$ cat config.mk
export PLATFORM = sky130hd
export DESIGN_NAME = utc_offset_text_parser_flat
export DESIGN_NICKNAME = d
export VERILOG_FILES = /design/src/hdl/uotp_pkg.sv /design/src/hdl/uotp_if.sv /design/src/hdl/utc_offset_text_parser.sv /design/src/flat_wrapper.sv
export VERILOG_INCLUDE_DIRS = /design/src /design/src/hdl
export SDC_FILE = /design/constraint.sdc
export NUM_CORES = 1
export LEC_CHECK = 0
export BUFFER_PORTS_ARGS = -buffer_cell sky130_fd_sc_hd__buf_2
export CAP_MARGIN = 5
export CORE_MARGIN = 2
export CORE_UTILIZATION = 35
export CTS_CLUSTER_DIAMETER = 200
export DETAILED_ROUTE_END_ITERATION = 12
export SLEW_MARGIN = 0
export SYNTH_ARGS = -nofsm -noshare
export SYNTH_HDL_FRONTEND = slang
export SYNTH_SLANG_ARGS = --single-unit
$ cat constraint.sdc
create_clock -name i_clk -period 5.5 [get_ports i_clk]
set_input_delay 0.55 -clock i_clk [delete_from_list [all_inputs] [get_ports i_clk]]
set_output_delay 0.55 -clock i_clk [all_outputs]
set_load 0.03 [all_outputs]
$ cat src/hdl/utc_offset_text_parser_defines.svh
// Assertion macros used by the UTC offset text parser RTL.
`ifndef UTC_OFFSET_TEXT_PARSER_DEFINES_SVH
`define UTC_OFFSET_TEXT_PARSER_DEFINES_SVH

`ifndef SYNTHESIS
`define UOTP_ASSERT_NOW(label, clk, rst_n, ante, cons) \
    label: assert property (@(posedge clk) disable iff (!(rst_n)) (ante) |-> (cons)) \
        else $error("assertion failed in utc_offset_text_parser");
`define UOTP_ASSERT_NEXT(label, clk, rst_n, ante, cons) \
    label: assert property (@(posedge clk) disable iff (!(rst_n)) (ante) |=> (cons)) \
        else $error("assertion failed in utc_offset_text_parser");
`else
`define UOTP_ASSERT_NOW(label, clk, rst_n, ante, cons)
`define UOTP_ASSERT_NEXT(label, clk, rst_n, ante, cons)
`endif

`endif

$ cat src/hdl/uotp_pkg.sv
// Types, constants and character functions of the UTC offset text parser.
`default_nettype none

package uotp_pkg;

    typedef enum logic [2:0] {
        PH_LEAD,
        PH_ZED,
        PH_SIGN,
        PH_BODY,
        PH_BAD
    } t_phase;

    typedef struct packed {
        logic [2:0] body_length;
        logic       colon_seen;
        logic [6:0] lead_value;
        logic       lead_ok;
        logic [6:0] tail_value;
        logic       tail_ok;
        logic       tail_nonempty;
        logic [6:0] fixed_hours;
        logic [6:0] fixed_minutes;
        logic       fixed_ok;
    } t_body;

    typedef struct packed {
        logic       ok;
        logic       negative;
        logic [4:0] hours;
        logic [5:0] minutes;
    } t_verdict;

    localparam logic [7:0]  CH_SPACE = 8'd32;
    localparam logic [7:0]  CH_PLUS = 8'd43;
    localparam logic [7:0]  CH_MINUS = 8'd45;
    localparam logic [7:0]  CH_COLON = 8'd58;
    localparam logic [7:0]  CH_UPPER_Z = 8'd90;
    localparam logic [7:0]  CH_LOWER_Z = 8'd122;
    localparam logic [6:0]  ACC_MAX = 7'd99;
    localparam logic [6:0]  MAX_HOURS = 7'd18;
    localparam logic [6:0]  MAX_MINUTES = 7'd59;
    localparam logic [2:0]  FIXED_LENGTH = 3'd4;
    localparam logic [16:0] SEC_PER_HOUR = 17'd3600;
    localparam logic [16:0] SEC_PER_MINUTE = 17'd60;

    localparam t_body BODY_RESET = '{
        body_length: 3'd0, colon_seen: 1'b0, lead_value: 7'd0, lead_ok: 1'b1,
        tail_value: 7'd0, tail_ok: 1'b1, tail_nonempty: 1'b0,
        fixed_hours: 7'd0, fixed_minutes: 7'd0, fixed_ok: 1'b1
    };

    function automatic logic is_blank(logic [7:0] c);
        return c inside {8'd32, [8'd9:8'd13]};
    endfunction

    function automatic logic is_digit(logic [7:0] c);
        return c inside {[8'd48:8'd57]};
    endfunction

    function automatic logic [6:0] sat_acc(logic [6:0] acc, logic [3:0] d);
        logic [9:0] v;
        v = {3'b000, acc} * 10'd10 + {6'b000000, d};
        return (v > {3'b000, ACC_MAX}) ? ACC_MAX : v[6:0];
    endfunction

    function automatic t_body body_char(t_body b, logic [7:0] c);
        t_body      r;
        logic       dig;
        logic [3:0] d;
        logic [2:0] pos;
        r = b;
        pos = b.body_length;
        dig = is_digit(c);
        d = dig ? c[3:0] : 4'd0;
        if (pos < 3'd2) begin
            if (dig) r.fixed_hours = sat_acc(b.fixed_hours, d);
            else r.fixed_ok = 1'b0;
        end else if (pos < FIXED_LENGTH) begin
            if (dig) r.fixed_minutes = sat_acc(b.fixed_minutes, d);
            else r.fixed_ok = 1'b0;
        end
        if (!b.colon_seen) begin
            if (c == CH_COLON) begin
                r.colon_seen = 1'b1;
                if (pos == 3'd0) r.lead_ok = 1'b0;
            end else if (dig) begin
                r.lead_value = sat_acc(b.lead_value, d);
            end else begin
                r.lead_ok = 1'b0;
            end
        end else begin
            r.tail_nonempty = 1'b1;
            if (dig) r.tail_value = sat_acc(b.tail_value, d);
            else r.tail_ok = 1'b0;
        end
        r.body_length = (pos < FIXED_LENGTH) ? pos + 3'd1 : FIXED_LENGTH;
        return r;
    endfunction

endpackage

`default_nettype wire

$ cat src/hdl/uotp_if.sv
// Stream interfaces for the character input and the offset result of the parser.
`default_nettype none

interface uotp_in_if;
    logic       valid;
    logic       ready;
    logic [7:0] char_code;
    logic       has_char;
    logic       is_last;
    modport source (output valid, output char_code, output has_char, output is_last,
                    input ready);
    modport sink (input valid, input char_code, input has_char, input is_last,
                  output ready);
endinterface

interface uotp_out_if;
    logic               valid;
    logic               ready;
    logic               offset_ok;
    logic signed [17:0] offset_seconds;
    modport source (output valid, output offset_ok, output offset_seconds, input ready);
    modport sink (input valid, input offset_ok, input offset_seconds, output ready);
endinterface

`default_nettype wire

$ cat src/hdl/utc_offset_text_parser.sv
// UTC offset text parser: character stream in, offset verdict in seconds out.
//
// The input channel carries one character of the offset text per beat, with
// has_char to mark whether a beat carries a character and is_last to mark the
// final beat of a string. Only a beat with is_last set produces a result beat.
// The result carries offset_ok and the signed offset in seconds, or zero when
// the text is not a valid offset.
//
// Each beat updates the parser state in the cycle it is accepted, so one beat
// is taken per cycle while input ready is high. A final beat is judged into a
// verdict register, from which the seconds are formed into the output register.
// If the receiver stalls, the verdict and output registers hold two results;
// input ready falls only when both are full and the output is not taken.
// Synchronous reset empties both registers and returns the parser to the
// start of a string; the state also returns there after every final beat.
`default_nettype none
`include "utc_offset_text_parser_defines.svh"

module utc_offset_text_parser (
    input  wire          i_clk,
    input  wire          i_rst_n,
    uotp_in_if.sink      i_in,
    uotp_out_if.source   o_out
);

    uotp_pkg::t_phase   r_phase, n_phase;
    logic               r_negative, n_negative;
    logic               r_pending, n_pending;
    uotp_pkg::t_body    r_body, n_body;

    logic               r_m_valid, n_m_valid;
    uotp_pkg::t_verdict r_verdict, n_verdict;
    logic               r_o_valid, n_o_valid;
    logic               r_o_ok;
    logic signed [17:0] r_o_seconds, n_o_seconds;

    logic               can_out;
    logic               in_accept;
    logic               last_accept;
    logic               blank;
    logic               fin_ok;
    logic [6:0]         fin_h;
    logic [6:0]         fin_m;
    uotp_pkg::t_body    flushed;
    logic [16:0]        magnitude;

    assign can_out = !r_o_valid || o_out.ready;
    assign i_in.ready = !r_m_valid || can_out;
    assign in_accept = i_in.valid && i_in.ready;
    assign last_accept = in_accept && i_in.is_last;

    always_comb begin
        n_phase = r_phase;
        n_negative = r_negative;
        n_pending = r_pending;
        n_body = r_body;
        flushed = r_body;
        blank = uotp_pkg::is_blank(i_in.char_code);
        if (in_accept && i_in.has_char) begin
            case (r_phase)
                uotp_pkg::PH_LEAD: begin
                    if (!blank) begin
                        if (i_in.char_code == uotp_pkg::CH_PLUS ||
                            i_in.char_code == uotp_pkg::CH_MINUS) begin
                            n_negative = (i_in.char_code == uotp_pkg::CH_MINUS);
                            n_phase = uotp_pkg::PH_SIGN;
                        end else if (i_in.char_code == uotp_pkg::CH_UPPER_Z ||
                                     i_in.char_code == uotp_pkg::CH_LOWER_Z) begin
                            n_phase = uotp_pkg::PH_ZED;
                        end else begin
                            n_phase = uotp_pkg::PH_BAD;
                        end
                    end
                end
                uotp_pkg::PH_ZED: begin
                    if (!blank) n_phase = uotp_pkg::PH_BAD;
                end
                uotp_pkg::PH_SIGN: begin
                    if (!blank) begin
                        n_phase = uotp_pkg::PH_BODY;
                        n_body = uotp_pkg::body_char(r_body, i_in.char_code);
                    end
                end
                uotp_pkg::PH_BODY: begin
                    if (blank) begin
                        n_pending = 1'b1;
                    end else begin
                        if (r_pending) begin
                            flushed = uotp_pkg::body_char(r_body, uotp_pkg::CH_SPACE);
                        end
                        n_pending = 1'b0;
                        n_body = uotp_pkg::body_char(flushed, i_in.char_code);
                    end
                end
                default: begin
                end
            endcase
        end

        fin_ok = 1'b0;
        fin_h = 7'd0;
        fin_m = 7'd0;
        if (n_phase == uotp_pkg::PH_LEAD || n_phase == uotp_pkg::PH_ZED) begin
            fin_ok = 1'b1;
        end else if (n_phase == uotp_pkg::PH_BODY) begin
            if (n_body.colon_seen) begin
                fin_ok = n_body.lead_ok && n_body.tail_ok && n_body.tail_nonempty;
                fin_h = n_body.lead_value;
                fin_m = n_body.tail_value;
            end else if (n_body.body_length >= uotp_pkg::FIXED_LENGTH) begin
                fin_ok = n_body.fixed_ok;
                fin_h = n_body.fixed_hours;
                fin_m = n_body.fixed_minutes;
            end else begin
                fin_ok = n_body.lead_ok;
                fin_h = n_body.lead_value;
            end
            if (fin_h > uotp_pkg::MAX_HOURS || fin_m > uotp_pkg::MAX_MINUTES) begin
                fin_ok = 1'b0;
            end
        end
        n_verdict.ok = fin_ok;
        n_verdict.negative = n_negative;
        n_verdict.hours = fin_ok ? fin_h[4:0] : 5'd0;
        n_verdict.minutes = fin_ok ? fin_m[5:0] : 6'd0;

        if (last_accept) begin
            n_phase = uotp_pkg::PH_LEAD;
            n_negative = 1'b0;
            n_pending = 1'b0;
            n_body = uotp_pkg::BODY_RESET;
        end

        n_m_valid = last_accept ? 1'b1 : (can_out ? 1'b0 : r_m_valid);
        n_o_valid = can_out ? r_m_valid : r_o_valid;

        magnitude = {12'd0, r_verdict.hours} * uotp_pkg::SEC_PER_HOUR
                  + {11'd0, r_verdict.minutes} * uotp_pkg::SEC_PER_MINUTE;
        n_o_seconds = r_verdict.negative ? -$signed({1'b0, magnitude})
                                         : $signed({1'b0, magnitude});
    end

    always_ff @(posedge i_clk) begin
        if (!i_rst_n) begin
            r_phase <= uotp_pkg::PH_LEAD;
            r_negative <= 1'b0;
            r_pending <= 1'b0;
            r_body <= uotp_pkg::BODY_RESET;
            r_m_valid <= 1'b0;
            r_o_valid <= 1'b0;
        end else begin
            r_phase <= n_phase;
            r_negative <= n_negative;
            r_pending <= n_pending;
            r_body <= n_body;
            r_m_valid <= n_m_valid;
            r_o_valid <= n_o_valid;
        end
    end

    always_ff @(posedge i_clk) begin
        if (last_accept) begin
            r_verdict <= n_verdict;
        end
        if (can_out && r_m_valid) begin
            r_o_ok <= r_verdict.ok;
            r_o_seconds <= n_o_seconds;
        end
    end

    assign o_out.valid = r_o_valid;
    assign o_out.offset_ok = r_o_ok;
    assign o_out.offset_seconds = r_o_seconds;

    `UOTP_ASSERT_NOW(a_bad_is_zero, i_clk, i_rst_n, r_o_valid && !r_o_ok, r_o_seconds == 18'sd0)
    `UOTP_ASSERT_NOW(a_in_range, i_clk, i_rst_n, r_o_valid,
        r_o_seconds <= 18'sd68340 && r_o_seconds >= -18'sd68340)
    `UOTP_ASSERT_NEXT(a_last_fills_verdict, i_clk, i_rst_n, last_accept, r_m_valid)
    `UOTP_ASSERT_NEXT(a_last_resets_state, i_clk, i_rst_n, last_accept,
        r_phase == uotp_pkg::PH_LEAD && !r_pending && r_body == uotp_pkg::BODY_RESET)
    `UOTP_ASSERT_NEXT(a_verdict_moves_out, i_clk, i_rst_n, r_m_valid && can_out, r_o_valid)

endmodule

`default_nettype wire

$ cat src/flat_wrapper.sv
// flat-port wrapper written by rule: the top's interface ports become plain ports
module utc_offset_text_parser_flat 
  (i_clk, i_rst_n, i_in_valid, i_in_char_code, i_in_has_char, i_in_is_last, i_in_ready, o_out_valid, o_out_offset_ok, o_out_offset_seconds, o_out_ready);
  uotp_in_if i_in_i ();
  uotp_out_if o_out_i ();
  input  wire i_clk;
  input  wire i_rst_n;
  input wire logic [$bits(i_in_i.valid)-1:0] i_in_valid;
  input wire logic [$bits(i_in_i.char_code)-1:0] i_in_char_code;
  input wire logic [$bits(i_in_i.has_char)-1:0] i_in_has_char;
  input wire logic [$bits(i_in_i.is_last)-1:0] i_in_is_last;
  output wire logic [$bits(i_in_i.ready)-1:0] i_in_ready;
  output wire logic [$bits(o_out_i.valid)-1:0] o_out_valid;
  output wire logic [$bits(o_out_i.offset_ok)-1:0] o_out_offset_ok;
  output wire logic [$bits(o_out_i.offset_seconds)-1:0] o_out_offset_seconds;
  input wire logic [$bits(o_out_i.ready)-1:0] o_out_ready;
  assign i_in_i.valid = i_in_valid;
  assign i_in_i.char_code = i_in_char_code;
  assign i_in_i.has_char = i_in_has_char;
  assign i_in_i.is_last = i_in_is_last;
  assign i_in_ready = i_in_i.ready;
  assign o_out_valid = o_out_i.valid;
  assign o_out_offset_ok = o_out_i.offset_ok;
  assign o_out_offset_seconds = o_out_i.offset_seconds;
  assign o_out_i.ready = o_out_ready;
  utc_offset_text_parser u_core (.i_clk(i_clk), .i_rst_n(i_rst_n), .i_in(i_in_i), .o_out(o_out_i));
endmodule
==> results.toml, run 1 <==
[sta]
hold_viol = 0
layout_setup_ws_ns = 0.615
rsz0062_at_grt = "false"
min_period_ns = 4.88
drv_slew = 0
fmax_ghz = 0.205
skew_ns = 0.0123
setup_tns_ns = 0
finalSetupViolations = 0
relSlewSlack = 0.593
finalCritPeriodShare = 0.888
tightest_slew_ns = 0.602

[yosys]
synth_area_sq_um = 7850
yosys_most_used_dff = "dfxtp_1"
synthMostInstantiatedCell = "ha_1"
seq_area_frac_synth = 0.224
synth_cell_types = 94
netlist_instances = 909
ys_warn_count = 0
async_reset_ff_frac = 0
synth_commonest_cells = "93 x ha_1, 74 x nor2_1, 66 x inv_1, 63 x nand2_1, 53 x o21ai_0"
synth_area_leaders = "ha_1 15%, edfxtp_1 11%, dfxtp_1 11%"
ys_ff_latch = 73
synth_top_area_frac = 0.148
synth_top_area_cell = "ha_1"
synth_edf_count = 30
avgSynthCellArea_sq_um = 8.64

[critical_path]
path_max_fanout = 7
cp-end-kind = "flip-flop"
worst_ep_arrival_time_ns = 4.97
crit_required_ns = 5.59
r2r_slack_ns = 0.62
slowest_delay_ns = 0.61
path_common_cell = "fa_1"
start_kind = "flip-flop"
cp_slowest_cell = "or4b_2"
cp_top_family = "adder cells"
worstSetupPathType = "flip-flop to flip-flop"
crit_buf_inv = 1
path_cells = "fa_1 > inv_1 > fa_1 > fa_1 > fa_1 > nor2b_1 > or4b_2 > or3_1 > nor3_1 > nand2_1 > o41a_1"

[floorplan]
fp.dieW_microns = 154
start_util = 0.359
die_y_microns = 154
num_rows = 54
die_area_sq_um = 23600
coreArea_sq_um = 21900
top_level_ports = 35

[pwr]
power_density_nw_per_um2 = 169
irDropWorstVdd_mv = 0.128
p_leak_nw = 3.43

[cts]
cts-root-buf = "clkbuf_16"
cts_made_buffers = 9
htreeDepth = 3
clock_sinks = 73
cts_tree = "built"
clk_pin_slew_ns = 0.06
cts.repair.resized = 0
clock_latency_ns = 0.35
postCtsHoldBufs = 0
clockBufferDepth = 2
post-cts-setup-buffers = 0

[global_route]
antenna_found_initial = 0
grt_pass1_vias = 6621
grt_first_pass_wirelength_microns = 32700
grt_util_all_layers = 0.168
overflow = 0
met1_usage = 0.217
grt_max_degree = 32
grt_util_met2 = 0.280
met3_usage = 0.0369
busiest_layer = "met2"

[placed_design]
port_buffers = 32
pre_cts_slack_ns = 0.613
dp_hpwl_microns = 15600
gp_congestion = 0.913

[layout]
drive_above_1_share = 0.113
finalNetCount = 1066
antenna_cells = 0
area.growth.synth_to_final_pct = 8.97
n_fill_cell = 2257

[routing]
vias_per_cell = 5.54
drcViolationCount = 0
dr_total_vias = 6800
first_iter_violations = 412
wl_per_cell_microns = 16.1
drt_pass1_iterations = 6
postRouteAntennaNets = 0
wl_microns = 19700

[status]
status = "finished, final reports clean"

[hold_path]
holdCritPathClass = "flip-flop to flip-flop"

[run]
drv_cap = 0
==> layer usage <==
layer | vias up | routed length, microns
li1 | 3416 | -
met1 | 3144 | 9040
met2 | 211 | 8990
met3 | 29 | 1210
met4 | 0 | 473
met5 | - | 0
==> worst reg2reg max path, delay by kind of cell (launching register included) <==
family / cells / cell delay (ns)
AO/OA/AOI/OAI: 1 / 0.39
adder cells (fa/ha/maj): 4 / 2.13
buffers and inverters: 1 / 0.06
flip-flops: 1 / 0.51
AND/OR/NAND/NOR: 5 / 1.56
==> cell usage in the layout (no fill, tap or decap), drive strengths merged, types with 4 or more instances in the layout <==
cell type  instances
nand3             26
and3               8
nand2b             9
o211ai             8
o2111ai           10
inv               67
o21a              10
a21oi             51
nor4               7
nor3b              7
o21ai             55
nand3b             8
nor2b             14
fa                17
o32ai              4
clkinv             4
xor2              26
o31ai              9
a31oi             19
edfxtp            30
o22a               4
a21o              10
clkbuf            12
xnor2             45
or3                9
or2                7
mux2i              9
buf               49
nor2              74
nand2             65
ha                93
dfxtp             43
and2              11
o21bai             6
a211oi            13
a22oi              8
nor3              29
==> report_power, final <==
group / leakage [nW] / switching [mW] / internal, mW
combinational: 2.67 / 0.185 / 0.126
sequential: 0.630 / 0.00920 / 0.589
clock: 0.130 / 0.234 / 0.303
total: 3.43 / 0.429 / 1.02
==> cell type report <==
class,instances,area (sq um),share of cell area
Multi-Input combinational cell,742,5650,0.660
Sequential cell,73,1760,0.206
Tap cell,280,350,0.0409
Timing Repair Buffer,49,288,0.0336
Inverter,67,251,0.0294
Clock buffer,12,236,0.0276
Clock inverter,4,20.0,0.00234
==> cells by family after synthesis <==
| family | share of synthesized area |
|---|---|
| other cells | 0.000478 |
| simple gates | 0.209 |
| xor+xnor | 0.0792 |
| fa+ha+maj | 0.193 |
| mux | 0.0129 |
| compound gates | 0.224 |
| buf+inv | 0.0567 |
| flops | 0.224 |
==> flip-flops by register name, summed over array words and instances (netlist names), named ones only <==
register                     count
u_core.r_m_valid                 1
u_core.r_phase                   3
u_core.o_out.valid               1
u_core.o_out.offset_ok           1
u_core.r_verdict                13
u_core.r_body                   35
u_core.r_negative                1
u_core.r_pending                 1
u_core.o_out.offset_seconds     16
==> path summary, 6_finish.rpt <==
check                                                        to  cells past startpoint                start
worst min register to register                u_core.r_body[24]                      2    u_core.r_body[24]
worst min-delay path                          u_core.r_body[24]                      2    u_core.r_body[24]
worst max-delay path            u_core.o_out.offset_seconds[17]                     11  u_core.r_verdict[0]
worst max register to register  u_core.o_out.offset_seconds[17]                     11  u_core.r_verdict[0]
==> through the flow <==
stage / cells / total power, mW / util / hold WS, ns / area [sq um]
global route: 1227 / 1.52 / 0.391 / 0.472 / 8560
CTS: 1227 / 1.46 / 0.391 / 0.448 / 8560
detailed placement: 1211 / 0.920 / 0.379 / 0.448 / 8300
global placement: 1211 / 0.915 / 0.379 / 0.433 / 8300
finish: 1227 / 1.45 / 0.391 / 0.459 / 8560
floorplan: 910 / 0.857 / - / 0.400 / 7860
Power figures use the tool's default switching activity.
==> run 2: changes to the inputs <==
--- a/config.mk
+++ b/config.mk
@@ -9,9 +9,10 @@
 export BUFFER_PORTS_ARGS = -buffer_cell sky130_fd_sc_hd__buf_2
 export CAP_MARGIN = 5
 export CORE_MARGIN = 2
-export CORE_UTILIZATION = 35
+export CORE_UTILIZATION = 40
 export CTS_CLUSTER_DIAMETER = 200
 export DETAILED_ROUTE_END_ITERATION = 12
+export HOLD_SLACK_MARGIN = 0.03
 export SLEW_MARGIN = 0
 export SYNTH_ARGS = -nofsm -noshare
 export SYNTH_HDL_FRONTEND = slang
==> run 2 against run 1 <==
  * Count of clock-buffer cells in the layout unchanged
  * Routed wire length down 4.9%
  * Register-to-register slack worse by 0.02 ns
  * Sequential share of layout area about the same
  * Sequential power about the same
  * Clock skew down 0.0029 ns
  * First-iteration DRC count up 2.2%
  * Highest routed layer unchanged
==> results.toml, run 2 (synthesis gave the netlist of run 1 again) <==
[status]
status = "finished, final reports clean"

[critical_path]
r2r_slack_ns = 0.60
rr_endpoint = "u_core.o_out.offset_seconds[17]"
worst_ep_arrival_time_ns = 4.99
crit_required_ns = 5.59
slowest_delay_ns = 0.61
crit_buf_inv = 2
start_kind = "flip-flop"
path_max_fanout = 7
path_common_cell = "a21oi_1"
path_cells = "fa_1 > inv_1 > fa_1 > inv_1 > ha_1 > a21o_1 > a21oi_1 > o21bai_1 > a21oi_1 > o21bai_1 > a21oi_1 > xnor2_1 > ha_1 > nand2_1 > a21oi_1 > o21ai_0 > xnor2_1 > nand3_1 > o41a_1"
crit_start = "u_core.r_verdict[0]"
reg2reg_depth = 19
worstSetupPathType = "flip-flop to flip-flop"
cp-end-kind = "flip-flop"
reg2reg_from = "u_core.r_verdict[0]"
cp_slowest_cell = "fa_1"
cp_top_family = "adder cells"

[routing]
wl_per_cell_microns = 15.5
drcViolationCount = 0
dr_total_vias = 6633
vias_per_cell = 5.48
drt_pass1_iterations = 5
first_iter_violations = 421
postRouteAntennaNets = 0
wl_microns = 18700

[global_route]
overflow = 0
grt_util_all_layers = 0.186
antenna_found_initial = 0
grt_max_degree = 29
grt_first_pass_wirelength_microns = 30800
grt_pass1_vias = 6121

[sta]
rsz0062_at_grt = "false"
setup_tns_ns = 0
finalCritPeriodShare = 0.891
skew_ns = 0.00938
drv_slew = 0
finalSetupViolations = 0
min_period_ns = 4.90
relSlewSlack = 0.288
hold_viol = 0
tightest_slew_ns = 1.06
fmax_ghz = 0.204

[cts]
clk_pin_slew_ns = 0.06
post-cts-setup-buffers = 0
cts-root-buf = "clkbuf_16"
cts.repair.resized = 0
cts_tree = "built"
clock_latency_ns = 0.35
htreeDepth = 3
postCtsHoldBufs = 0
cts_made_buffers = 9
clockBufferDepth = 2
clock_sinks = 73

[pwr]
irDropWorstVdd_mv = 0.130
intPower_mw = 1.09
power_density_nw_per_um2 = 178
pwr-share-seq = 0.392
netSwitchingPower_uw = 430
power_mw = 1.52
p_clk_frac = 0.406
swShare = 0.282
p_leak_nw = 3.44
power_frac_comb = 0.202

[hold_path]
holdPathEnd = "u_core.o_out.offset_ok"
hp-start = "u_core.r_verdict[12]"
holdCritPathClass = "flip-flop to flip-flop"
min_delay_path_depth = 0

[layout]
antenna_cells = 0
finalNetCount = 1064
layout_common_cells = "93 x ha_1, 74 x nor2_1, 66 x inv_1, 63 x nand2_1, 53 x o21ai_0"
regMostFlops = "u_core.r_body"
finalNonFillerCells = 1210
largest_reg_flops = 35
finish.utilization = 0.443
area.growth.synth_to_final_pct = 9.21
final_common_cell = "ha_1"
drive_above_1_share = 0.112

[floorplan]
die_area_sq_um = 20800
coreArea_sq_um = 19300
die_y_microns = 144
num_rows = 51
top_level_ports = 35
fp.dieW_microns = 144
start_util = 0.406

[run]
drv_cap = 0

[placed_design]
dp_cells = 1194
gp_congestion = 0.916
dp_hpwl_microns = 15000
port_buffers = 32
==> run 2: changes by cell type in the layout (fill, tap and decap cells not counted) <==
cell        delta
bufinv_16      +1
clkbuf_16      +1
clkinvlp_4     +1
clkinv_2       -3
buf_4          -2
inv_6          +1
clkbuf_1       -1
==> run 2: layout make-up <==
type	count	area, sq um
tap	265	332
clock buffer	12	258
clock inverter	4	51.3
inverter	67	251
multi-input combinational	742	5650
fill	1910	10800
timing repair buffer	47	273
sequential	73	1760
==> run 2: stage by stage <==
| step | hold WS (ns) | worst slack [ns] | cell area, sq um |
|---|---|---|---|
| floorplan | 0.400 | 0.868 | 7860 |
| global placement | 0.411 | 0.666 | 8270 |
| detailed placement | 0.410 | 0.586 | 8270 |
| CTS | 0.425 | 0.595 | 8570 |
| global route | 0.446 | 0.259 | 8570 |
| finish | 0.429 | 0.599 | 8570 |
==> run 2: power by group through the flow <==
stage,clock network [mW],logic [mW],registers (mW)
finish,0.619,0.308,0.597
floorplan,0,0.232,0.625
global route,0.646,0.343,0.599
global placement,0,0.305,0.609
detailed placement,0,0.308,0.609
CTS,0.631,0.310,0.597
==> run 2: worst max path at each step <==
stage          slack (ns)                              end  depth (start not counted)
2_1_floorplan        0.87  u_core.o_out.offset_seconds[17]                         11
3_3_place_gp         0.67  u_core.o_out.offset_seconds[17]                         11
3_5_place_dp         0.59  u_core.o_out.offset_seconds[17]                         11
4_1_cts              0.59  u_core.o_out.offset_seconds[17]                         11
5_1_grt              0.26  u_core.o_out.offset_seconds[16]                         18
6_report             0.60  u_core.o_out.offset_seconds[17]                         19
==> run 2: per-layer routing <==
layer / routed length, microns / GRT usage / vias up
met3: 671 / 0.0252 / 32
met5: 0 / 0 / -
met2: 8250 / 0.294 / 131
met1: 9390 / 0.260 / 3076
met4: 440 / 0.0655 / 0
li1: - / - / 3394
==> run 2: worst reg2reg max path, cell delays in order, from the launching register on <==
cell and delay [ns]:
edfxtp_1 0.52, fa_1 0.61, inv_1 0.06, fa_1 0.52
inv_1 0.06, ha_1 0.27, a21o_1 0.16, a21oi_1 0.22
o21bai_1 0.09, a21oi_1 0.22, o21bai_1 0.09, a21oi_1 0.17
xnor2_1 0.10, ha_1 0.35, nand2_1 0.08, a21oi_1 0.20
o21ai_0 0.15, xnor2_1 0.22, nand3_1 0.14, o41a_1 0.42
==> run 3: changes to the inputs <==
==> constraint.sdc (replaced) <==
create_clock -name i_clk -period 5.5 [get_ports i_clk]
set_input_delay 0.825 -clock i_clk [delete_from_list [all_inputs] [get_ports i_clk]]
set_output_delay 0.825 -clock i_clk [all_outputs]
set_load 0.03 [all_outputs]
==> run 3 against run 2 <==
  * Via count increased by 1.2%
  * Core utilization about the same
  * Critical path depth unchanged
  * Routed wire length increased by 2.7%
  * Sequential share of layout area about the same
  * Die area unchanged
  * Combinational power about the same
  * Clock skew about the same
  * Global-route usage increased by 0.50 points
  * Count of clock-buffer cells in the layout decreased by 2
  * Total power decreased by 1.9%
  * Critical path type unchanged
==> results.toml, run 3 (synthesis gave the netlist of run 1 again) <==
[status]
status = "finished, final reports clean"

[critical_path]
slowest_delay_ns = 0.61
path_max_fanout = 7
worstSetupPathType = "flip-flop to flip-flop"
crit_required_ns = 5.58
worst_ep_arrival_time_ns = 5.17
cp-end-kind = "flip-flop"
cp_top_family = "compound AO/OA/AOI/OAI gates"
path_cells = "fa_1 > inv_1 > fa_1 > inv_1 > ha_1 > a21o_1 > a21oi_1 > o21bai_1 > a21oi_1 > o21bai_1 > a21oi_1 > xnor2_1 > ha_1 > nand2_1 > a21oi_1 > o21ai_0 > xnor2_1 > nand3_1 > o41a_1"
start_kind = "flip-flop"
path_common_cell = "a21oi_1"
cp_slowest_cell = "fa_1"
crit_buf_inv = 2

[global_route]
overflow = 0
grt_max_degree = 32
antenna_found_initial = 0
grt_first_pass_wirelength_microns = 31300
grt_util_all_layers = 0.191
grt_pass1_vias = 6140

[placed_design]
gp_congestion = 0.881
port_buffers = 32
dp_hpwl_microns = 15300
pre_cts_slack_ns = 0.419

[routing]
vias_per_cell = 5.54
drt_pass1_iterations = 6
postRouteAntennaNets = 0
first_iter_violations = 477
wl_per_cell_microns = 15.9
dr_total_vias = 6712
drcViolationCount = 0
wl_microns = 19300

[cts]
clock_latency_ns = 0.34
clockBufferDepth = 2
cts_made_buffers = 9
cts_tree = "built"
postCtsHoldBufs = 0
cts.repair.resized = 0
clock_sinks = 73
clk_pin_slew_ns = 0.06
htreeDepth = 3
post-cts-setup-buffers = 0
cts-root-buf = "clkbuf_16"

[sta]
tightest_slew_ns = 0.638
hold_viol = 0
drv_slew = 0
finalCritPeriodShare = 0.926
layout_setup_ws_ns = 0.405
min_period_ns = 5.09
rsz0062_at_grt = "false"
setup_tns_ns = 0
skew_ns = 0.00921
fmax_ghz = 0.196
finalSetupViolations = 0
relSlewSlack = 0.568

[pwr]
p_leak_nw = 3.43
power_density_nw_per_um2 = 175
irDropWorstVdd_mv = 0.116

[layout]
largest_reg_flops = 35
finalNetCount = 1065
final_common_cell = "ha_1"
antenna_cells = 0
regMostFlops = "u_core.r_body"
layout_common_cells = "93 x ha_1, 74 x nor2_1, 66 x inv_1, 63 x nand2_1, 53 x o21ai_0"
finish.utilization = 0.443
area.growth.synth_to_final_pct = 9.15
drive_above_1_share = 0.113

[floorplan]
fp.dieW_microns = 144
die_area_sq_um = 20800
num_rows = 51
coreArea_sq_um = 19300
die_y_microns = 144
top_level_ports = 35
start_util = 0.406

[run]
drv_cap = 0

[hold_path]
holdCritPathClass = "flip-flop to flip-flop"
## run 3: cell types whose count changed in the layout (fill, tap and decap cells not counted), sizes merged
| cell | delta |
|---|---|
| buf | +1 |
| clkbuf | -2 |
| clkinv | +2 |
## run 3: layout make-up
type                            count  area (sq um)
Multi-Input combinational cell    742          5650
Clock inverter                      6          67.6
Tap cell                          265           332
Clock buffer                       10           229
Inverter                           67           251
Sequential cell                    73          1760
Timing Repair Buffer               48           280
Fill cell                        1922         10800
## run 3: stage by stage
stage / instance area [sq um] / cells / total power, mW / hold WS, ns
detailed placement: 8270 / 1195 / 0.917 / 0.442
floorplan: 7860 / 910 / 0.857 / 0.400
global route: 8570 / 1211 / 1.57 / 0.474
finish: 8570 / 1211 / 1.50 / 0.451
CTS: 8570 / 1211 / 1.51 / 0.451
global placement: 8270 / 1195 / 0.914 / 0.438
## run 3: routing by layer
layer  share of wire  up-vias  track usage  routed length [microns]
met1            0.49     3069        0.267                     9340
met4           0.023        0       0.0645                      438
met5               0        -            0                        0
met2            0.44      204        0.302                     8430
met3           0.054       33       0.0265                     1050
li1                -     3406            -                        -
## run 3: report_power, final
group	switching, mW	internal [mW]
Sequential	0.00866	0.589
Combinational	0.182	0.125
Clock	0.238	0.353
Total	0.429	1.07
## run 3: worst paths after layout
path	startpoint	endpoint	slack, ns	cells after the start
min reg2reg	u_core.r_body[15]	u_core.r_body[15]	0.45	2
min	u_core.r_body[15]	u_core.r_body[15]	0.45	2
max	u_core.r_verdict[0]	u_core.o_out.offset_seconds[17]	0.41	19
max reg2reg	u_core.r_verdict[0]	u_core.o_out.offset_seconds[17]	0.41	19
## run 3: worst min-delay path, delay by kind of cell (launching register included)
family                 cells  cell delay (ns)
AO/OA/AOI/OAI              1             0.05
buffers and inverters      1             0.05
flip-flops                 1             0.31
